===== config.mk =====
export PLATFORM = sky130hd
export DESIGN_NAME = clock_synced_step_ramp_flat
export DESIGN_NICKNAME = d
export VERILOG_FILES = /design/src/cssr_pkg.sv /design/src/cssr_if.sv /design/src/cssr_div.sv /design/src/cssr_cfg.sv /design/src/cssr_ctrl.sv /design/src/clock_synced_step_ramp.sv /design/src/flat_wrapper.sv
export SDC_FILE = /design/constraint.sdc
export NUM_CORES = 2
export LEC_CHECK = 0
export ABC_CLOCK_PERIOD_IN_PS = 6510
export BUFFER_PORTS_ARGS = -buffer_cell sky130_fd_sc_hd__buf_2
export CORE_MARGIN = 3
export CORE_UTILIZATION = 40
export DETAILED_ROUTE_END_ITERATION = 12
export PLACE_DENSITY_LB_ADDON = 0.3
export SLEW_MARGIN = 20
export SYNTH_ARGS = -nofsm -noshare
export SYNTH_HDL_FRONTEND = slang
export SYNTH_SLANG_ARGS = --single-unit

===== constraint.sdc =====
create_clock -name clk -period 6.51 [get_ports clk]
set_input_delay 0 -clock clk [delete_from_list [all_inputs] [get_ports clk]]
set_output_delay 0 -clock clk [all_outputs]
set_load 0.05 [all_outputs]

===== src/cssr_pkg.sv =====
package cssr_pkg;

	localparam int COUNT_BITS  = 24;
	localparam int MAX_LENGTH  = 32;
	localparam int LEVEL_BITS  = 16;

	localparam int BEAT_W      = $clog2(MAX_LENGTH);
	localparam int LEN_W       = 6;
	localparam int SUB_W       = 6;
	localparam int GLIDE_W     = 9;
	localparam int SUB_LIMIT   = 32;
	localparam int GLIDE_FULL  = 256;
	localparam int LOCAL_W     = $clog2(SUB_LIMIT);
	localparam int STEP_W      = $clog2(MAX_LENGTH * SUB_LIMIT + 1);

	// fixed-point layout of the in-step fraction
	localparam int GLIDE_SHIFT = 16;
	localparam int FRAC_BITS   = 24;
	localparam int LV_W        = STEP_W + FRAC_BITS;
	localparam int LV_SHIFT    = FRAC_BITS - LEVEL_BITS;

	// shared divider sizing
	localparam int DVD_W       = GLIDE_W + COUNT_BITS + GLIDE_SHIFT;
	localparam int DVR_W       = COUNT_BITS;
	localparam int CNT_W       = $clog2(DVD_W + 1);

	// configuration port
	localparam int CFG_IDX_W   = 2;
	localparam int CFG_DATA_W  = COUNT_BITS;

	localparam logic [CFG_IDX_W-1:0] REG_SEQ_LENGTH     = 2'd0;
	localparam logic [CFG_IDX_W-1:0] REG_SUBDIV_COUNT   = 2'd1;
	localparam logic [CFG_IDX_W-1:0] REG_GLIDE_AMOUNT   = 2'd2;
	localparam logic [CFG_IDX_W-1:0] REG_PERIOD_TIMEOUT = 2'd3;

	localparam logic [LEN_W-1:0]      LEN_RESET     = 6'd8;
	localparam logic [SUB_W-1:0]      SUB_RESET     = 6'd4;
	localparam logic [GLIDE_W-1:0]    GLIDE_RESET   = 9'd0;
	localparam logic [COUNT_BITS-1:0] TIMEOUT_RESET = COUNT_BITS'(480000);

	// effective (clamped) configuration
	typedef struct packed {
		logic [LEN_W-1:0]      len;
		logic [SUB_W-1:0]      sub;
		logic [GLIDE_W-1:0]    glide;
		logic [COUNT_BITS-1:0] timeout;
	} cfg_t;

	typedef struct packed {
		logic             start;
		logic [CNT_W-1:0] nbits;
		logic [DVD_W-1:0] dividend;
		logic [DVR_W-1:0] divisor;
	} div_req_t;

	typedef struct packed {
		logic             done;
		logic [DVD_W-1:0] quot;
		logic [DVR_W-1:0] rem;
	} div_rsp_t;

endpackage


===== src/cssr_if.sv =====
interface cssr_in_if;
	logic valid;
	logic ready;
	logic clock_high;

	modport source (output valid, output clock_high, input ready);
	modport sink   (input valid, input clock_high, output ready);
endinterface

interface cssr_out_if;
	logic                            valid;
	logic                            ready;
	logic [cssr_pkg::LEVEL_BITS-1:0] step_value;
	logic                            subdivision_pulse;
	logic [cssr_pkg::BEAT_W-1:0]     beat_index;

	modport source (output valid, output step_value, output subdivision_pulse,
		output beat_index, input ready);
	modport sink   (input valid, input step_value, input subdivision_pulse,
		input beat_index, output ready);
endinterface


===== src/cssr_div.sv =====
// Restoring divider, one quotient bit per cycle.
// Caller left-aligns the dividend so its nbits live at the top.
module cssr_div (
	input  logic               clk,
	input  logic               arst_n,
	input  cssr_pkg::div_req_t req,
	output cssr_pkg::div_rsp_t rsp
);
	import cssr_pkg::*;

	logic             busy_q;
	logic             done_q;
	logic [CNT_W-1:0] cnt_q;
	logic [DVD_W-1:0] dvd_q;
	logic [DVD_W-1:0] quo_q;
	logic [DVR_W-1:0] rem_q;
	logic [DVR_W-1:0] dvr_q;

	logic [DVR_W:0]   trial;
	logic [DVR_W:0]   diff;
	logic             fits;

	assign trial = {rem_q, dvd_q[DVD_W-1]};
	assign diff  = trial - {1'b0, dvr_q};
	assign fits  = trial >= {1'b0, dvr_q};

	always_ff @(posedge clk or negedge arst_n) begin
		if (!arst_n) begin
			busy_q <= 1'b0;
			done_q <= 1'b0;
			cnt_q  <= '0;
		end else if (req.start) begin
			busy_q <= 1'b1;
			done_q <= 1'b0;
			cnt_q  <= req.nbits;
		end else if (busy_q) begin
			cnt_q <= cnt_q - CNT_W'(1);
			if (cnt_q == CNT_W'(1)) begin
				busy_q <= 1'b0;
				done_q <= 1'b1;
			end else begin
				done_q <= 1'b0;
			end
		end else begin
			done_q <= 1'b0;
		end
	end

	always_ff @(posedge clk) begin
		if (req.start) begin
			dvd_q <= req.dividend;
			dvr_q <= req.divisor;
			quo_q <= '0;
			rem_q <= '0;
		end else if (busy_q) begin
			dvd_q <= {dvd_q[DVD_W-2:0], 1'b0};
			quo_q <= {quo_q[DVD_W-2:0], fits};
			rem_q <= fits ? diff[DVR_W-1:0] : trial[DVR_W-1:0];
		end
	end

	assign rsp.done = done_q;
	assign rsp.quot = quo_q;
	assign rsp.rem  = rem_q;

endmodule


===== src/cssr_cfg.sv =====
// Configuration registers and range clamping.
module cssr_cfg (
	input  logic                           clk,
	input  logic                           arst_n,
	input  logic                           wr_en,
	input  logic [cssr_pkg::CFG_IDX_W-1:0] wr_index,
	input  logic [cssr_pkg::CFG_DATA_W-1:0] wr_data,
	output cssr_pkg::cfg_t                 cfg
);
	import cssr_pkg::*;

	logic [LEN_W-1:0]      len_q;
	logic [SUB_W-1:0]      sub_q;
	logic [GLIDE_W-1:0]    glide_q;
	logic [COUNT_BITS-1:0] timeout_q;

	always_ff @(posedge clk or negedge arst_n) begin
		if (!arst_n) begin
			len_q     <= LEN_RESET;
			sub_q     <= SUB_RESET;
			glide_q   <= GLIDE_RESET;
			timeout_q <= TIMEOUT_RESET;
		end else if (wr_en) begin
			case (wr_index)
				REG_SEQ_LENGTH:     len_q     <= wr_data[LEN_W-1:0];
				REG_SUBDIV_COUNT:   sub_q     <= wr_data[SUB_W-1:0];
				REG_GLIDE_AMOUNT:   glide_q   <= wr_data[GLIDE_W-1:0];
				REG_PERIOD_TIMEOUT: timeout_q <= wr_data[COUNT_BITS-1:0];
				default: ;
			endcase
		end
	end

	always_comb begin
		if (len_q == '0)
			cfg.len = LEN_W'(1);
		else if (len_q > LEN_W'(MAX_LENGTH))
			cfg.len = LEN_W'(MAX_LENGTH);
		else
			cfg.len = len_q;
		cfg.sub     = (sub_q > SUB_W'(SUB_LIMIT)) ? SUB_W'(SUB_LIMIT) : sub_q;
		cfg.glide   = (glide_q > GLIDE_W'(GLIDE_FULL)) ? GLIDE_W'(GLIDE_FULL) : glide_q;
		cfg.timeout = timeout_q;
	end

endmodule


===== src/cssr_ctrl.sv =====
// Per-tick sequencer: edge detect, beat advance on a rising edge, then, unless the level
// holds, a chain of divisions on the shared divider to build the stepped level.
module cssr_ctrl (
	input  logic               clk,
	input  logic               arst_n,
	input  cssr_pkg::cfg_t     cfg,
	cssr_in_if.sink            ticks,
	cssr_out_if.source         levels,
	output cssr_pkg::div_req_t div_req,
	input  cssr_pkg::div_rsp_t div_rsp
);
	import cssr_pkg::*;

	localparam logic [3:0] ST_IDLE  = 4'd0;
	localparam logic [3:0] ST_MOD   = 4'd1;
	localparam logic [3:0] ST_CHECK = 4'd2;
	localparam logic [3:0] ST_SLEN  = 4'd3;
	localparam logic [3:0] ST_LOC   = 4'd4;
	localparam logic [3:0] ST_MUL   = 4'd5;
	localparam logic [3:0] ST_ELAP  = 4'd6;
	localparam logic [3:0] ST_GLIDE = 4'd7;
	localparam logic [3:0] ST_FRAC  = 4'd8;
	localparam logic [3:0] ST_LV    = 4'd9;
	localparam logic [3:0] ST_FIN   = 4'd10;

	localparam int PROD_W  = LOCAL_W + COUNT_BITS;
	localparam int GPROD_W = GLIDE_W + COUNT_BITS;
	localparam logic [COUNT_BITS-1:0] COUNT_MAX = {COUNT_BITS{1'b1}};

	logic [3:0]            state_q;
	logic                  prev_q;
	logic [COUNT_BITS-1:0] count_q;
	logic [COUNT_BITS-1:0] period_q;
	logic [BEAT_W-1:0]     beat_q;
	logic [LEVEL_BITS-1:0] held_q;

	logic [COUNT_BITS-1:0] step_len_q;
	logic [LOCAL_W-1:0]    local_q;
	logic [PROD_W-1:0]     prod_q;
	logic [STEP_W-1:0]     step_q;
	logic [STEP_W-1:0]     total_q;
	logic [COUNT_BITS-1:0] elapsed_q;
	logic [LEVEL_BITS-1:0] lvl_q;
	logic                  pls_q;

	logic                  out_valid_q;
	logic [LEVEL_BITS-1:0] out_level_q;
	logic                  out_pulse_q;
	logic [BEAT_W-1:0]     out_beat_q;

	logic                  accept;
	logic                  rise;
	logic                  hold;
	logic                  out_free;
	logic [BEAT_W:0]       beat_inc;
	logic [LOCAL_W-1:0]    sub_m1;
	logic [LOCAL_W-1:0]    local_c;
	logic [STEP_W-1:0]     total_c;
	logic [STEP_W-1:0]     step_raw;
	logic [COUNT_BITS-1:0] diff_c;
	logic [GPROD_W-1:0]    gprod_c;
	logic [LV_W-1:0]       lv_num;
	logic [LEVEL_BITS-1:0] lv_sat;

	assign ticks.ready = (state_q == ST_IDLE);
	assign accept      = ticks.valid & ticks.ready;
	assign rise        = ticks.clock_high & ~prev_q;
	assign out_free    = ~out_valid_q | levels.ready;

	assign hold     = (cfg.sub == '0) || (period_q <= COUNT_BITS'(cfg.sub));
	assign beat_inc = (BEAT_W+1)'(beat_q) + (BEAT_W+1)'(1);
	assign sub_m1   = LOCAL_W'(cfg.sub - SUB_W'(1));
	assign local_c  = (div_rsp.quot > DVD_W'(sub_m1)) ? sub_m1 : div_rsp.quot[LOCAL_W-1:0];
	assign total_c  = STEP_W'(cfg.len) * STEP_W'(cfg.sub);
	assign step_raw = STEP_W'(beat_q) * STEP_W'(cfg.sub) + STEP_W'(local_q);
	// prod never exceeds the count, so the low bits suffice
	assign diff_c   = count_q - prod_q[COUNT_BITS-1:0];
	assign gprod_c  = GPROD_W'(cfg.glide) * GPROD_W'(elapsed_q);
	assign lv_num   = {step_q, {FRAC_BITS{1'b0}}} + LV_W'(div_rsp.quot[FRAC_BITS:0]);
	assign lv_sat   = (|div_rsp.quot[DVD_W-1:LEVEL_BITS]) ? {LEVEL_BITS{1'b1}}
		: div_rsp.quot[LEVEL_BITS-1:0];

	// divider requests, issued in the cycle the sequencer moves on
	always_comb begin
		div_req = '0;
		case (state_q)
			ST_IDLE: begin
				if (accept && rise) begin
					div_req.start    = 1'b1;
					div_req.nbits    = CNT_W'(BEAT_W + 1);
					div_req.dividend = {beat_inc, {(DVD_W-BEAT_W-1){1'b0}}};
					div_req.divisor  = DVR_W'(cfg.len);
				end
			end
			ST_CHECK: begin
				if (!hold) begin
					div_req.start    = 1'b1;
					div_req.nbits    = CNT_W'(COUNT_BITS);
					div_req.dividend = {period_q, {(DVD_W-COUNT_BITS){1'b0}}};
					div_req.divisor  = DVR_W'(cfg.sub);
				end
			end
			ST_SLEN: begin
				if (div_rsp.done) begin
					div_req.start    = 1'b1;
					div_req.nbits    = CNT_W'(COUNT_BITS);
					div_req.dividend = {count_q, {(DVD_W-COUNT_BITS){1'b0}}};
					div_req.divisor  = div_rsp.quot[DVR_W-1:0];
				end
			end
			ST_GLIDE: begin
				div_req.start    = 1'b1;
				div_req.nbits    = CNT_W'(DVD_W);
				div_req.dividend = {gprod_c, {GLIDE_SHIFT{1'b0}}};
				div_req.divisor  = step_len_q;
			end
			ST_FRAC: begin
				if (div_rsp.done) begin
					div_req.start    = 1'b1;
					div_req.nbits    = CNT_W'(LV_W);
					div_req.dividend = {lv_num, {(DVD_W-LV_W){1'b0}}};
					div_req.divisor  = DVR_W'({total_q, {LV_SHIFT{1'b0}}});
				end
			end
			default: ;
		endcase
	end

	always_ff @(posedge clk or negedge arst_n) begin
		if (!arst_n) begin
			state_q     <= ST_IDLE;
			prev_q      <= 1'b0;
			count_q     <= '0;
			period_q    <= '0;
			beat_q      <= '0;
			held_q      <= '0;
			out_valid_q <= 1'b0;
		end else begin
			if (state_q == ST_FIN && out_free)
				out_valid_q <= 1'b1;
			else if (levels.ready)
				out_valid_q <= 1'b0;
			case (state_q)
				ST_IDLE: begin
					if (accept) begin
						prev_q <= ticks.clock_high;
						if (rise) begin
							if (count_q < cfg.timeout)
								period_q <= count_q;
							count_q <= '0;
							state_q <= ST_MOD;
						end else begin
							state_q <= ST_CHECK;
						end
					end
				end
				ST_MOD: begin
					if (div_rsp.done) begin
						beat_q  <= div_rsp.rem[BEAT_W-1:0];
						state_q <= ST_CHECK;
					end
				end
				ST_CHECK: state_q <= hold ? ST_FIN : ST_SLEN;
				ST_SLEN:  if (div_rsp.done) state_q <= ST_LOC;
				ST_LOC:   if (div_rsp.done) state_q <= ST_MUL;
				ST_MUL:   state_q <= ST_ELAP;
				ST_ELAP:  state_q <= ST_GLIDE;
				ST_GLIDE: state_q <= ST_FRAC;
				ST_FRAC:  if (div_rsp.done) state_q <= ST_LV;
				ST_LV: begin
					if (div_rsp.done) begin
						held_q  <= lv_sat;
						state_q <= ST_FIN;
					end
				end
				ST_FIN: begin
					if (out_free) begin
						if (count_q != COUNT_MAX)
							count_q <= count_q + COUNT_BITS'(1);
						state_q <= ST_IDLE;
					end
				end
				default: state_q <= ST_IDLE;
			endcase
		end
	end

	// working and output payload
	always_ff @(posedge clk) begin
		case (state_q)
			ST_CHECK: begin
				if (hold) begin
					lvl_q <= held_q;
					pls_q <= 1'b0;
				end
			end
			ST_SLEN: if (div_rsp.done) step_len_q <= div_rsp.quot[COUNT_BITS-1:0];
			ST_LOC: begin
				if (div_rsp.done) begin
					local_q <= local_c;
					pls_q   <= (count_q < period_q) && (div_rsp.rem == '0);
				end
			end
			ST_MUL: begin
				prod_q  <= PROD_W'(local_q) * PROD_W'(step_len_q);
				total_q <= total_c;
				step_q  <= (step_raw > total_c - STEP_W'(1)) ? total_c - STEP_W'(1) : step_raw;
			end
			ST_ELAP: elapsed_q <= (diff_c > step_len_q) ? step_len_q : diff_c;
			ST_LV:   if (div_rsp.done) lvl_q <= lv_sat;
			ST_FIN: begin
				if (out_free) begin
					out_level_q <= lvl_q;
					out_pulse_q <= pls_q;
					out_beat_q  <= beat_q;
				end
			end
			default: ;
		endcase
	end

	assign levels.valid             = out_valid_q;
	assign levels.step_value        = out_level_q;
	assign levels.subdivision_pulse = out_pulse_q;
	assign levels.beat_index        = out_beat_q;

endmodule


===== src/clock_synced_step_ramp.sv =====
// Clock-synced stepped ramp: one result transaction per tick transaction.
// Each tick runs a 6-bit beat modulo on a rising clock edge; an active tick then runs
//   divisions of 24, 24, 49 and 35 bits before its result registers.
// Throughput: the next tick is taken in the cycle after the result registers, and an
//   output stall holds it off further.
// Reset (arst_n low, async): state clears; length 8, 4 subdivisions, no glide, timeout 480000.
module clock_synced_step_ramp (
	input  logic                            clk,
	input  logic                            arst_n,
	cssr_in_if.sink                         ticks,
	cssr_out_if.source                      levels,
	input  logic                            wr_en,
	input  logic [cssr_pkg::CFG_IDX_W-1:0]  wr_index,
	input  logic [cssr_pkg::CFG_DATA_W-1:0] wr_data
);
	import cssr_pkg::*;

	// clamped register view: length 1..32, subdivisions 0..32, glide 0..256
	cfg_t     cfg;

	// shared divider handshake: beat modulo, step length, local step,
	// glide fraction and final level scaling all run through it in turn
	div_req_t div_req;
	div_rsp_t div_rsp;

	cssr_cfg u_cfg (
		.clk      (clk),
		.arst_n   (arst_n),
		.wr_en    (wr_en),
		.wr_index (wr_index),
		.wr_data  (wr_data),
		.cfg      (cfg)
	);

	// one quotient bit per cycle; dividend widths 6, 24, 24, 49 and 35 bits
	cssr_div u_div (
		.clk    (clk),
		.arst_n (arst_n),
		.req    (div_req),
		.rsp    (div_rsp)
	);

	// sequencer: takes a tick only when idle, and holds the finished result
	// in an output register so the next tick can start while it waits
	cssr_ctrl u_ctrl (
		.clk     (clk),
		.arst_n  (arst_n),
		.cfg     (cfg),
		.ticks   (ticks),
		.levels  (levels),
		.div_req (div_req),
		.div_rsp (div_rsp)
	);

endmodule


===== src/flat_wrapper.sv =====
// flat-port wrapper written by rule: the top's interface ports become plain ports
module clock_synced_step_ramp_flat import cssr_pkg::*;
  (clk, arst_n, wr_en, wr_index, wr_data, ticks_valid, ticks_clock_high, ticks_ready, levels_valid, levels_step_value, levels_subdivision_pulse, levels_beat_index, levels_ready);
  cssr_in_if ticks_i ();
  cssr_out_if levels_i ();
  input  logic clk;
  input  logic arst_n;
  input  logic wr_en;
  input  logic [cssr_pkg::CFG_IDX_W-1:0] wr_index;
  input  logic [cssr_pkg::CFG_DATA_W-1:0] wr_data;
  input wire logic [$bits(ticks_i.valid)-1:0] ticks_valid;
  input wire logic [$bits(ticks_i.clock_high)-1:0] ticks_clock_high;
  output wire logic [$bits(ticks_i.ready)-1:0] ticks_ready;
  output wire logic [$bits(levels_i.valid)-1:0] levels_valid;
  output wire logic [$bits(levels_i.step_value)-1:0] levels_step_value;
  output wire logic [$bits(levels_i.subdivision_pulse)-1:0] levels_subdivision_pulse;
  output wire logic [$bits(levels_i.beat_index)-1:0] levels_beat_index;
  input wire logic [$bits(levels_i.ready)-1:0] levels_ready;
  assign ticks_i.valid = ticks_valid;
  assign ticks_i.clock_high = ticks_clock_high;
  assign ticks_ready = ticks_i.ready;
  assign levels_valid = levels_i.valid;
  assign levels_step_value = levels_i.step_value;
  assign levels_subdivision_pulse = levels_i.subdivision_pulse;
  assign levels_beat_index = levels_i.beat_index;
  assign levels_i.ready = levels_ready;
  clock_synced_step_ramp u_core (.clk(clk), .arst_n(arst_n), .ticks(ticks_i), .levels(levels_i), .wr_en(wr_en), .wr_index(wr_index), .wr_data(wr_data));
endmodule

Word-level counts from Yosys, hierarchy flattened:

Index checks and enable logic that the tools add are counted.

* register bits: 412
* bits in latches: 0
* memory bits (writable): 0
* bits in read-only memories: 0
* input bits: 32
* output and inout bits: 24
* logic and storage cells: 159
* memories: 0

* $add $sub $neg: 9
* multiply operators: 4
* div/mod/pow operators: 0
* magnitude comparators: 10
* equality and inequality tests: 25
* shift operators: 0
* multiplexer cells: 47
* bitwise logic cells: 5
* reductions and logical operators: 30

Operators with widths (number)
* one-hot mux 80 bit (5 select lines): 1
* 2-to-1 mux 80 bit: 4
* 2-to-1 mux 24 bit: 6
* 2-to-1 mux 49 bit: 2
* greater-than comparator 49 x 5 -> 1 bit: 1
* less-than comparator 24 bit: 2
* 2-to-1 mux 16 bit: 3
* one-hot mux 24 bit (2 select lines): 1
* subtractor 24 bit: 2
* one-hot mux 4 bit (11 select lines): 1
* adder 35 x 25 -> 35 bit: 1
* multiplier 9 x 24 -> 33 bit: 1
* OR reduction 33 bit: 1
* 2-to-1 mux 4 bit: 8
* one-hot mux 16 bit (2 select lines): 1
* 2-to-1 mux 6 bit: 5
* greater-or-equal comparator 25 x 24 -> 1 bit: 1
* adder 24 x 1 -> 24 bit, second input constant: 1
* greater-than comparator 24 bit: 1
* less-or-equal comparator 24 x 6 -> 1 bit: 1
* logical NOT 24 bit: 1
* multiplier 5 x 24 -> 24 bit: 1
* != test 24 bit, second input constant: 1
* AND reduction 2 bit: 10
* other kinds (38): 73

Depth between registers and ports, before layout:

* depth after elaboration: 7
* mapped depth: 27
* gate-level depth less buffers: 26

Hierarchy:

From an unflattened synthesis, not the netlist that was laid out.

* cell total of the unflattened synthesis: 3604
* area, all modules: 35012.3 µm²

Modules (own cells, without submodules)
* cssr_ctrl: instances 1, cells each 2791, area each 25445.7 µm², sequential area each 6020.8 µm²
* cssr_div: instances 1, cells each 694, area each 7632.3 µm², sequential area each 3853.7 µm²
* cssr_cfg: instances 1, cells each 119, area each 1934.4 µm², sequential area each 1137.3 µm²

Least setup slack after synthesis:

No wires, ideal clock.

* kind: register -> register
* start: register u_core.u_cfg.sub_q[5]
* end: register u_core.u_ctrl.step_q[0] (data pin)
* library setup time: 0.267 ns
* arrival: 5.498 ns
* required time: 6.243 ns
* setup slack: 0.745 ns
* cell stages (with the launch flop): 24
* buffers on the path: 3
* clock period less this slack: 5.765 ns
* path through: dfrtp_1 -> clkbuf_1 -> nor2b_1 -> clkbuf_1 -> nand2_1 -> fa_1 -> inv_1 -> ha_1 -> inv_1 -> fa_1 -> inv_1 -> fa_1 -> xor2_1 -> nor4_1 -> nand2_1 -> nor3_1 -> nand2_1 -> xor2_1 -> ha_1 -> and4_1 -> a221oi_1 -> a21oi_1 -> clkbuf_1 -> o21ai_0

* longest elaborated chain between the ends: 6
* elaborated cells between the ends (all ways): 8
* classes of those cells: add/sub (2); mul (2); order compare (2); mux (2)

Ends and longest elaborated chain
* start, declared: RTL line cssr_cfg.sv:13 `logic [SUB_W-1:0] sub_q;`
* start signal, assigned: RTL line cssr_cfg.sv:26 `REG_SUBDIV_COUNT: sub_q <= wr_data[SUB_W-1:0];`
* greater-than comparator 6 bit: RTL line cssr_cfg.sv:41 `cfg.sub = (sub_q > SUB_W'(SUB_LIMIT)) ? SUB_W'(SUB_LIMIT) : sub_q;`
* 2-to-1 mux 6 bit *: RTL line cssr_cfg.sv:41
* multiplier 6 x 6 -> 11 bit *: RTL line cssr_ctrl.sv:74 `assign total_c = STEP_W'(cfg.len) * STEP_W'(cfg.sub);`
* net u_core.u_ctrl.total_c[5]: RTL line cssr_ctrl.sv:58 `logic [STEP_W-1:0] total_c;`
* subtractor 11 x 1 -> 11 bit *: RTL line cssr_ctrl.sv:207 `step_q <= (step_raw > total_c - STEP_W'(1)) ? total_c - STEP_W'(1) : step_raw;`
* greater-than comparator 11 bit *: RTL line cssr_ctrl.sv:207
* 2-to-1 mux 11 bit *: RTL line cssr_ctrl.sv:207
* end signal, assigned: RTL line cssr_ctrl.sv:207
* end, declared: RTL line cssr_ctrl.sv:40 `logic [STEP_W-1:0] step_q;`

Mark *: on every way through the listed nets, which the timed path passes. The rest lies on a longest branch.
A chain may end at the register's enable or synchronous reset.

Worst setup path after layout:

* start: register u_core.u_cfg.glide_q[8]
* end: register u_core.u_div.dvd_q[45] (data pin)

* longest elaborated chain between the ends: 5

Ends and longest elaborated chain
* start, declared: RTL line cssr_cfg.sv:14 `logic [GLIDE_W-1:0] glide_q;`
* start signal, assigned: RTL line cssr_cfg.sv:27 `REG_GLIDE_AMOUNT: glide_q <= wr_data[GLIDE_W-1:0];`
* greater-than comparator 9 bit: RTL line cssr_cfg.sv:42 `cfg.glide = (glide_q > GLIDE_W'(GLIDE_FULL)) ? GLIDE_W'(GLIDE_FULL) : glide_q;`
* 2-to-1 mux 9 bit *: RTL line cssr_cfg.sv:42
* multiplier 9 x 24 -> 33 bit *: RTL line cssr_ctrl.sv:78 `assign gprod_c = GPROD_W'(cfg.glide) * GPROD_W'(elapsed_q);`
* one-hot mux 80 bit (5 select lines) *: RTL line cssr_ctrl.sv:86 `case (state_q)`
* 2-to-1 mux 49 bit *: RTL line cssr_div.sv:50 `if (req.start) begin`
* end signal, assigned: RTL line cssr_div.sv:51 `dvd_q <= req.dividend;`
* end signal, assigned: RTL line cssr_div.sv:56 `dvd_q <= {dvd_q[DVD_W-2:0], 1'b0};`
* end, declared: RTL line cssr_div.sv:14 `logic [DVD_W-1:0] dvd_q;`

Mark *: on every way between the ends. The rest lies on a longest branch, timed or not.

==> flow_metrics.py <==
metrics = {
    "detailed_routing": {
        "routedWlPerCell_um": 20.7,
        "drtAntennaViolNets": 0,
        "drt-initial-drc-count": 2386,
        "drc": 0,
        "firstDrtPassIters": 10,
        "vias_per_cell": 5.46,
        "vias": 24900,
        "drt-total-wl_mm": 94.5,
    },
    "global_routing": {
        "grt_pass1_wl_mm": 148,
        "gr-total-overflow": 0,
        "antenna_found_initial": 3,
        "grt_usage_pct": 22.4,
        "grt_pass1_vias": 24600,
        "grt_max_degree": 68,
    },
    "yosys": {
        "yosysWarningCount": 0,
        "ys_top_cells_by_count": "462 x inv_1, 364 x nand2_1, 265 x ha_1",
        "ys_seq_elements": 398,
        "ys_types": 79,
        "syn-num-nets": 3932,
        "synth_area_leader_cell": "edfxtp_1",
        "synth_top_area_share_pct": 18.2,
        "synth_most_common_cell": "inv_1",
        "synth_area_leaders": "edfxtp_1 18%, fa_1 15%, ha_1 10%, dfrtp_1 9.1%, inv_1 5.3%",
        "seq_area_frac_synth_pct": 32.5,
        "syn_avg_cell_area_um2": 9.62,
        "ys.flop_type": "edfxtp_1",
        "synth_edf_count": 197,
        "async_reset_ff_share_pct": 32.2,
        "syn-cell-area_mm2": 0.0326,
        "synth_cells": 3386,
    },
    "worst_setup_path": {
        "end_kind": "flop",
        "startpoint_type": "flop",
        "arrival_ps": 6450,
        "cp_slowest_cell": "dfrtp_1",
        "critPathMaxFanout": 22,
        "worstPathRequired_ps": 6810,
        "slowest_delay_ps": 580,
        "cpMostUsedCell": "fa_1",
        "path_cells": "nor2b_1, buf_4, and2_1, fa_1, fa_1, fa_1, inv_1, fa_1, inv_1, ha_1, a21o_1, a21o_1, a21oi_1, o21ai_0, a21oi_1, o21a_1, o21a_1, o21bai_1, a21oi_1, xor2_1, o21ai_0",
        "crit_type": "reg -> reg",
        "r2r_slack_ps": 360,
    },
    "power_and_ir_drop": {
        "p_per_area_mw_per_mm2": 378,
        "max-vdd-ir-drop_mv": 0.276,
        "p_leak_nw": 17.4,
    },
    "clock_network": {
        "path_clk_slew_ps": 60,
        "cts_tree": "built",
        "cts.sinks": 398,
        "insertion_delay_ps": 600,
        "ctsRootBufferMaster": "clkbuf_16",
        "post-cts-setup-buffers": 0,
        "numCtsBuffers": 45,
        "cts_buffer_depth": 3,
        "cts.htree.levels": 2,
    },
    "run_status": {
        "status": "complete, no violations",
    },
    "floorplan": {
        "start_util_pct": 40.4,
        "dieArea_mm2": 0.0849,
        "coreArea_mm2": 0.0805,
        "num_rows": 104,
        "die_h_um": 291,
        "num_io_pins": 56,
        "die_width_um": 291,
    },
    "place": {
        "place_inst": 4439,
        "dpl.hpwl_mm": 72.4,
        "place_congestion": 0.926,
        "port-buffer-count": 55,
    },
    "sta": {
        "rsz0062_at_grt": "false",
        "fin_setup_tns_ps": 0,
        "hold_viol_final": 0,
        "period_share_pct": 94.5,
        "worst_pin_slew_ps": 1160,
        "finalCriticalPeriod_ps": 6150,
        "final-max-slew-violation-count": 0,
        "skew_ps": 43.4,
        "max_freq_mhz": 163,
        "finalSetupViolCount": 0,
        "relSlewSlack_pct": 22.2,
        "timing.hold.ws_ps": 16.1,
    },
    "final_layout": {
        "final_util_pct": 45.1,
        "area_growth_pct": 11.4,
        "fin_nets": 4006,
        "n_fill_cell": 7624,
        "layout.cells.non_filler": 4558,
        "final_layout_size_suffix_gt1_share_pct": 9.81,
    },
    "flow_run": {
        "cap_violations": 0,
    },
    "hold_path": {
        "min-delay-path-class": "in -> reg",
    },
}
registers in the layout, summed over array words and instances (netlist names), 11 cells and up:
signal / cells
u_core.u_cfg.timeout_q: 24
u_core.u_ctrl.count_q: 24
u_core.u_ctrl.held_q: 16
u_core.u_ctrl.lvl_q: 16
u_core.u_ctrl.levels.step_value: 16
u_core.u_ctrl.step_q: 11
u_core.u_div.quo_q: 49
u_core.u_ctrl.elapsed_q: 24
u_core.u_ctrl.prod_q: 24
u_core.u_ctrl.step_len_q: 24
u_core.u_ctrl.total_q: 11
u_core.u_ctrl.period_q: 24
u_core.u_div.dvr_q: 24
u_core.u_div.rem_q: 24
u_core.u_div.dvd_q: 35
per-stage QoR:
| step | instance area (um^2) | power, mW | setup WS (ps) |
|---|---|---|---|
| after detailed placement | 34300 | 10.8 | 93.4 |
| after floorplan | 32600 | 8.70 | 745 |
| final | 36300 | 13.7 | 357 |
| after CTS | 36300 | 13.7 | 83.8 |
| after global routing | 36300 | 14.8 | 5.88 |
| after global placement | 34300 | 10.8 | 200 |
cell families (layout without fill, tap and decap cells):
family	Yosys count	after routing	synth area share [%]
other	0	1	0
buffers and inverters	600	711	6.94
XOR/XNOR	144	144	3.87
multiplexers	152	152	5.01
adder cells (fa/ha/maj)	514	514	25.5
flip-flops	398	398	32.5
AND/OR/NAND/NOR	1039	1039	15.2
AO/OA/AOI/OAI	539	539	11.0
timing repair:
item,4_1_cts,5_1_grt
setup endpoints to repair,0,8
resized for setup,0,6
hold buffers,34,0
endpoints found under the hold margin,109,0
path summary, 6_finish.rpt:
check / to / depth (start not counted) / start
worst min-delay path: u_core.u_cfg.sub_q[1]$_DFFE_PN0P_ / 3 / wr_index[0]
worst min register to register: u_core.u_ctrl.levels.step_value[15]$_DFFE_PP_ / 0 / u_core.u_ctrl.lvl_q[15]$_DFFE_PP_
min in group asynchronous: u_core.u_ctrl.held_q[5]$_DFFE_PN0P_ / 3 / arst_n
worst max-delay path: u_core.u_div.dvd_q[45]$_DFFE_PP_ / 21 / u_core.u_cfg.glide_q[8]$_DFFE_PN0P_
max in group asynchronous: u_core.u_ctrl.period_q[17]$_DFFE_PN0P_ / 4 / arst_n
worst max register to register: u_core.u_div.dvd_q[45]$_DFFE_PP_ / 21 / u_core.u_cfg.glide_q[8]$_DFFE_PN0P_
power by group:
group	leakage, nW	switching (mW)	internal [mW]	total, mW
sequential	4.14	0.390	3.19	3.58
combinational	12.5	4.55	2.79	7.34
clock	0.775	1.15	1.67	2.81
total	17.4	6.08	7.65	13.7
routing by layer:
layer,GRT usage [%],vias up,share of wire [%]
met1,31.4,12300,44
met5,0,-,0
li1,-,11600,-
met2,35.2,828,45
met4,7.57,0,3.7
met3,3.61,193,6.9
final cells by class:
class | count | area, um^2 | area share [%]
inverter | 464 | 1740 | 4.80
clock inverter | 29 | 414 | 1.14
tap | 1060 | 1330 | 3.65
clock buffer | 55 | 1210 | 3.35
antenna | 1 | 2.50 | 0.00689
sequential | 398 | 10600 | 29.2
multi-input combinational | 2388 | 19800 | 54.6
timing repair buffer | 163 | 1190 | 3.27
placed cells by master, fill, tap and decap left out, types with 18 or more instances in the layout:
master and n:
and2_1 173, buf_4 74, nor2_1 226, xnor2_1 85, mux2_2 89, xor2_1 59, nand4_1 26, a21oi_1 165
fa_1 249, and3_1 18, dlygate4sd3_1 33, a21o_1 58, clkbuf_16 46, a222oi_1 43, nand3_1 53, edfxtp_1 197
dfxtp_1 73, nor3_1 25, buf_2 54, o21a_1 19, nand2_1 364, inv_1 462, a31oi_1 21, nor2b_1 35
dfrtp_1 118, nor4_1 40, ha_1 265, nand2b_1 28, a211oi_1 22, o21ai_0 101, mux2i_1 63
critical path, delay by kind of cell (launching register included):
kind,cells,cell delay [ps]
buffers and inverters,3,400
xor gates and xnor gates,1,160
DFF,1,580
and+or+nand+nor,2,470
AOI/OAI and AO/OA,10,1850
adders and majority gates,5,2440
Note: power is estimated with default switching activity, not from simulation.
